File: src/rtl/core/mglr_pkg.sv
package mglr_pkg;

	// Command codes carried on the op port.
	localparam logic [1:0] OP_WRITE = 2'd0;
	localparam logic [1:0] OP_SOLVE = 2'd1;
	localparam logic [1:0] OP_READ  = 2'd2;

	// Configuration register indexes.
	localparam logic [1:0] REG_TOL    = 2'd0;
	localparam logic [1:0] REG_COARSE = 2'd1;
	localparam logic [1:0] REG_MAXSW  = 2'd2;

	// Reset values of the configuration registers.
	localparam logic [39:0] TOL_RST    = 40'd10995;
	localparam logic [2:0]  COARSE_RST = 3'd4;
	localparam logic [15:0] MAXSW_RST  = 16'd65535;

	// Saturation value of the energy and of the sweep total.
	localparam logic [47:0] E48_MAX = 48'hFFFF_FFFF_FFFF;
	localparam logic [19:0] SW_MAX  = 20'hFFFFF;

	// Shared multiplier: a wide operand times a 17-bit digit.
	localparam int MUL_A_W = 48;
	localparam int MUL_B_W = 17;
	localparam int MUL_P_W = MUL_A_W + MUL_B_W;

	typedef struct packed {
		logic [MUL_A_W-1:0] a;
		logic [MUL_B_W-1:0] b;
	} mul_req_t;

endpackage

File: src/rtl/core/mglr_mul.sv
module mglr_mul (
	input  logic                           clk,
	input  mglr_pkg::mul_req_t             req,
	output logic [mglr_pkg::MUL_P_W-1:0]   prod
);
	import mglr_pkg::*;

	// One registered partial product per cycle.
	always_ff @(posedge clk) begin
		prod <= MUL_P_W'(req.a) * MUL_P_W'(req.b);
	end

endmodule

File: config.mk
export PLATFORM = sky130hd
export DESIGN_NAME = mglr_mul
export DESIGN_NICKNAME = d
export VERILOG_FILES = /design/src/rtl/core/mglr_pkg.sv /design/src/rtl/core/mglr_mul.sv
export SDC_FILE = /design/constraint.sdc
export NUM_CORES = 2
export LEC_CHECK = 0
export ABC_CLOCK_PERIOD_IN_PS = 12000
export BUFFER_PORTS_ARGS = -buffer_cell sky130_fd_sc_hd__buf_2
export CORE_UTILIZATION = 50
export CTS_BUF_LIST = sky130_fd_sc_hd__clkbuf_8
export DETAILED_ROUTE_END_ITERATION = 10
export GPL_TIMING_DRIVEN = 0
export PLACE_DENSITY_LB_ADDON = 0.25
export SYNTH_ARGS = -nofsm -noshare
export SYNTH_HDL_FRONTEND = slang
export SYNTH_SLANG_ARGS = --single-unit
File: constraint.sdc
create_clock -name clk -period 12 [get_ports clk]
set_input_delay 1.2 -clock clk [delete_from_list [all_inputs] [get_ports clk]]
set_output_delay 1.2 -clock clk [all_outputs]
set_load 0.01 [all_outputs]
==> flow_metrics.tcl <==
set metrics [dict create \
    fin_ws_ps 2550 \
    cts.sinks 65 \
    largest_register_ffs 65 \
    dp_cells 3913 \
    tritoncts "built" \
    final_core_util 0.541 \
    numCtsBuffers 9 \
    grt.total_usage 0.324 \
    grt_overflow 0 \
    hold_path.class "in -> reg" \
    first_global_vias 22900 \
    crit_type "in -> reg" \
    postCtsResizedCells 0 \
    portBuffers 110 \
    post-cts-setup-buffers 0 \
    maxSlewViolCount 0 \
    synth_edf_count 0 \
    rsz0062_at_grt "no" \
    synth_async_sr_flop_share 0 \
    drc 0 \
    slew-limit-headroom 0.206 \
    die-width_um 234 \
    rows 84 \
    critPathRequiredTime_ps 12380 \
    synthFlopType "dfxtp_1" \
    status "finished clean" \
    die_area_sq_um 54900 \
    die-height_um 234 \
    tns_ps 0 \
    yosysWarnings 0 \
    min_path_cells 2 \
    nets 4130 \
    worst_pin_slew_ps 1180 \
    drt_iter0_drc 1442 \
    ant_nets 0 \
    vias 21100 \
    start_kind "input port" \
    cap_violations 0 \
    timing.final.crit_share 0.788 \
    grt_max_degree 11 \
    endpoint_kind "flop" \
    postSynthCellCount 3114 \
    yosysUniqueCellTypes 66 \
    cp_max_fo 10 \
    syn_area_sq_um 27000 \
    ios 131 \
    synthMuxAreaShare 0.000371 \
    setup_violations 0 \
    ys_ff_latch 65 \
    antenna_found_initial 6 \
    path_clk_slew_ps 90 \
    drt-total-wl_um 82800 \
    yosys.area_share.simple 0.168 \
    avgSynthCellArea_sq_um 8.67 \
    min_from "req[17]" \
    vias_per_cell 5.36 \
    place_ws_ps 2320 \
    wl_per_cell_um 21.1 \
    grt_pass1_wl_um 130000 \
    start_util 0.509 \
    ys_seq_area_frac 0.0482 \
    hpwlAfterDp_um 69900 \
    cts_root_buf "clkbuf_8" \
    core-area_sq_um 53000 \
    syn-num-nets 4008 \
    clockBufferDepth 2 \
    max_flop_register "prod" \
    place_congestion 0.954 \
    min_to "prod[0]" \
    worstPathArrival_ps 9830 \
    top_regs "prod x65" \
    period_minus_slack_ps 9450 \
    synth_xor_area_frac 0.0191 \
    hold_violations 0 \
    area_growth_pct 6.13 \
    max_freq_mhz 106 \
    synth_compound_area_frac 0.0520 \
    cts_hold_buf 0 \
    final_layout_size_suffix_gt1_frac 0.0485 \
    synth_top_family_by_area "adder cells" \
    drtPass1Iterations 7 \
    htree_levels 3 \
    finalNonFillerCells 3932 \
    synth-adder-area-share 0.576 \
]
-- critical path, stage by stage --
cell,delay [ps]
clkbuf_1,640
clkbuf_1,910
nand2_1,160
fa_1,540
fa_1,530
fa_1,520
inv_1,60
fa_1,560
fa_1,450
fa_1,450
ha_1,390
a21oi_1,180
o21ai_1,130
a311oi_1,880
o211ai_1,540
nor3_1,640
a21oi_1,370
a31o_1,300
a21oi_1,220
xnor2_1,140
-- cells in the mapped netlist, types with 14 or more instances --
cell type,n,area [sq um]
nor2_1,28,105
nand4_1,18,113
a21o_1,33,248
xor2_1,23,201
clkbuf_1,150,563
inv_1,821,3080
and2_1,269,1680
ha_1,139,1740
a21oi_1,63,315
nand2_1,599,2250
xnor2_1,36,315
o21ai_0,19,95.1
fa_1,689,13800
nand3_1,14,70.1
dfxtp_1,65,1300
and3_1,15,93.8
-- per-layer routing --
layer	global-route usage	share of wire	wire (um)	vias up
met3	0.0630	0.079	6580	169
li1	-	-	-	9145
met5	0	0.00046	38	-
met2	0.527	0.47	39200	888
met1	0.415	0.40	32800	10900
met4	0.157	0.051	4190	6
-- worst max path at each step --
| stage | from | end | cells after the start |
|---|---|---|---|
| 2_1_floorplan | req[2] | prod[62] | 25 |
| 4_1_cts | req[4] | prod[64] | 22 |
| 3_5_place_dp | req[4] | prod[64] | 22 |
| 5_1_grt | req[4] | prod[64] | 20 |
| 6_report | req[4] | prod[64] | 20 |
| 3_3_place_gp | req[4] | prod[64] | 22 |
-- layout make-up --
class	instances	area [sq um]
clock inverters	3	63.8
plain buffers	159	613
inverters	821	3080
flip-flops and latches	65	1300
diodes	4	10.0
well taps	688	861
fillers	5067	24300
clock buffers	12	165
multi-input cells	2069	22000
repair buffers	111	556
-- cell usage in the layout, fill, tap and decap left out, drive strengths merged, types with 2 or more instances in the layout --
master   synthesis  final
o2111ai          2      2
o21bai           9      9
nor2            30     30
a21bo            2      2
a311oi           4      4
nand4           18     18
diode            0      4
ha             139    139
bufinv           0      2
a22oi            3      3
and4             3      3
nand3           14     14
nor3             3      3
and3            15     15
nor2b            9      9
a311o            2      2
xor2            23     23
nor4             2      2
and2           270    270
a21o            35     35
o21a             7      7
o211ai           4      4
or3              3      3
buf              9    120
o21ai           33     33
xnor2           36     36
or2              2      2
nand2          599    599
a211oi           6      6
fa             689    689
a31oi            6      6
inv            821    822
a221oi           2      2
a21boi           3      3
dfxtp           65     65
nand2b           7      7
o31ai            5      5
a21oi           71     71
clkbuf         150    162
-- metrics by stage --
stage          instance area, sq um  hold slack, ps
3_3_place_gp                  28400            1540
2_1_floorplan                 27000            1330
4_1_cts                       28600            1050
3_5_place_dp                  28400            1550
6_report                      28600            1090
5_1_grt                       28600            1080
-- cells by family (layout without fill, tap and decap cells) --
| group | count (synthesis) | after routing |
|---|---|---|
| AOI/OAI and AO/OA | 205 | 205 |
| xor gates and xnor gates | 59 | 59 |
| adders and majority gates | 828 | 828 |
| buffers and inverters | 980 | 1106 |
| DFF | 65 | 65 |
| muxes | 1 | 1 |
| other | 0 | 4 |
| and+or+nand+nor | 976 | 976 |
Power is left out: the tool's default activity adds up to more than one toggle a clock period on the data nets, which glitch-free logic cannot reach.
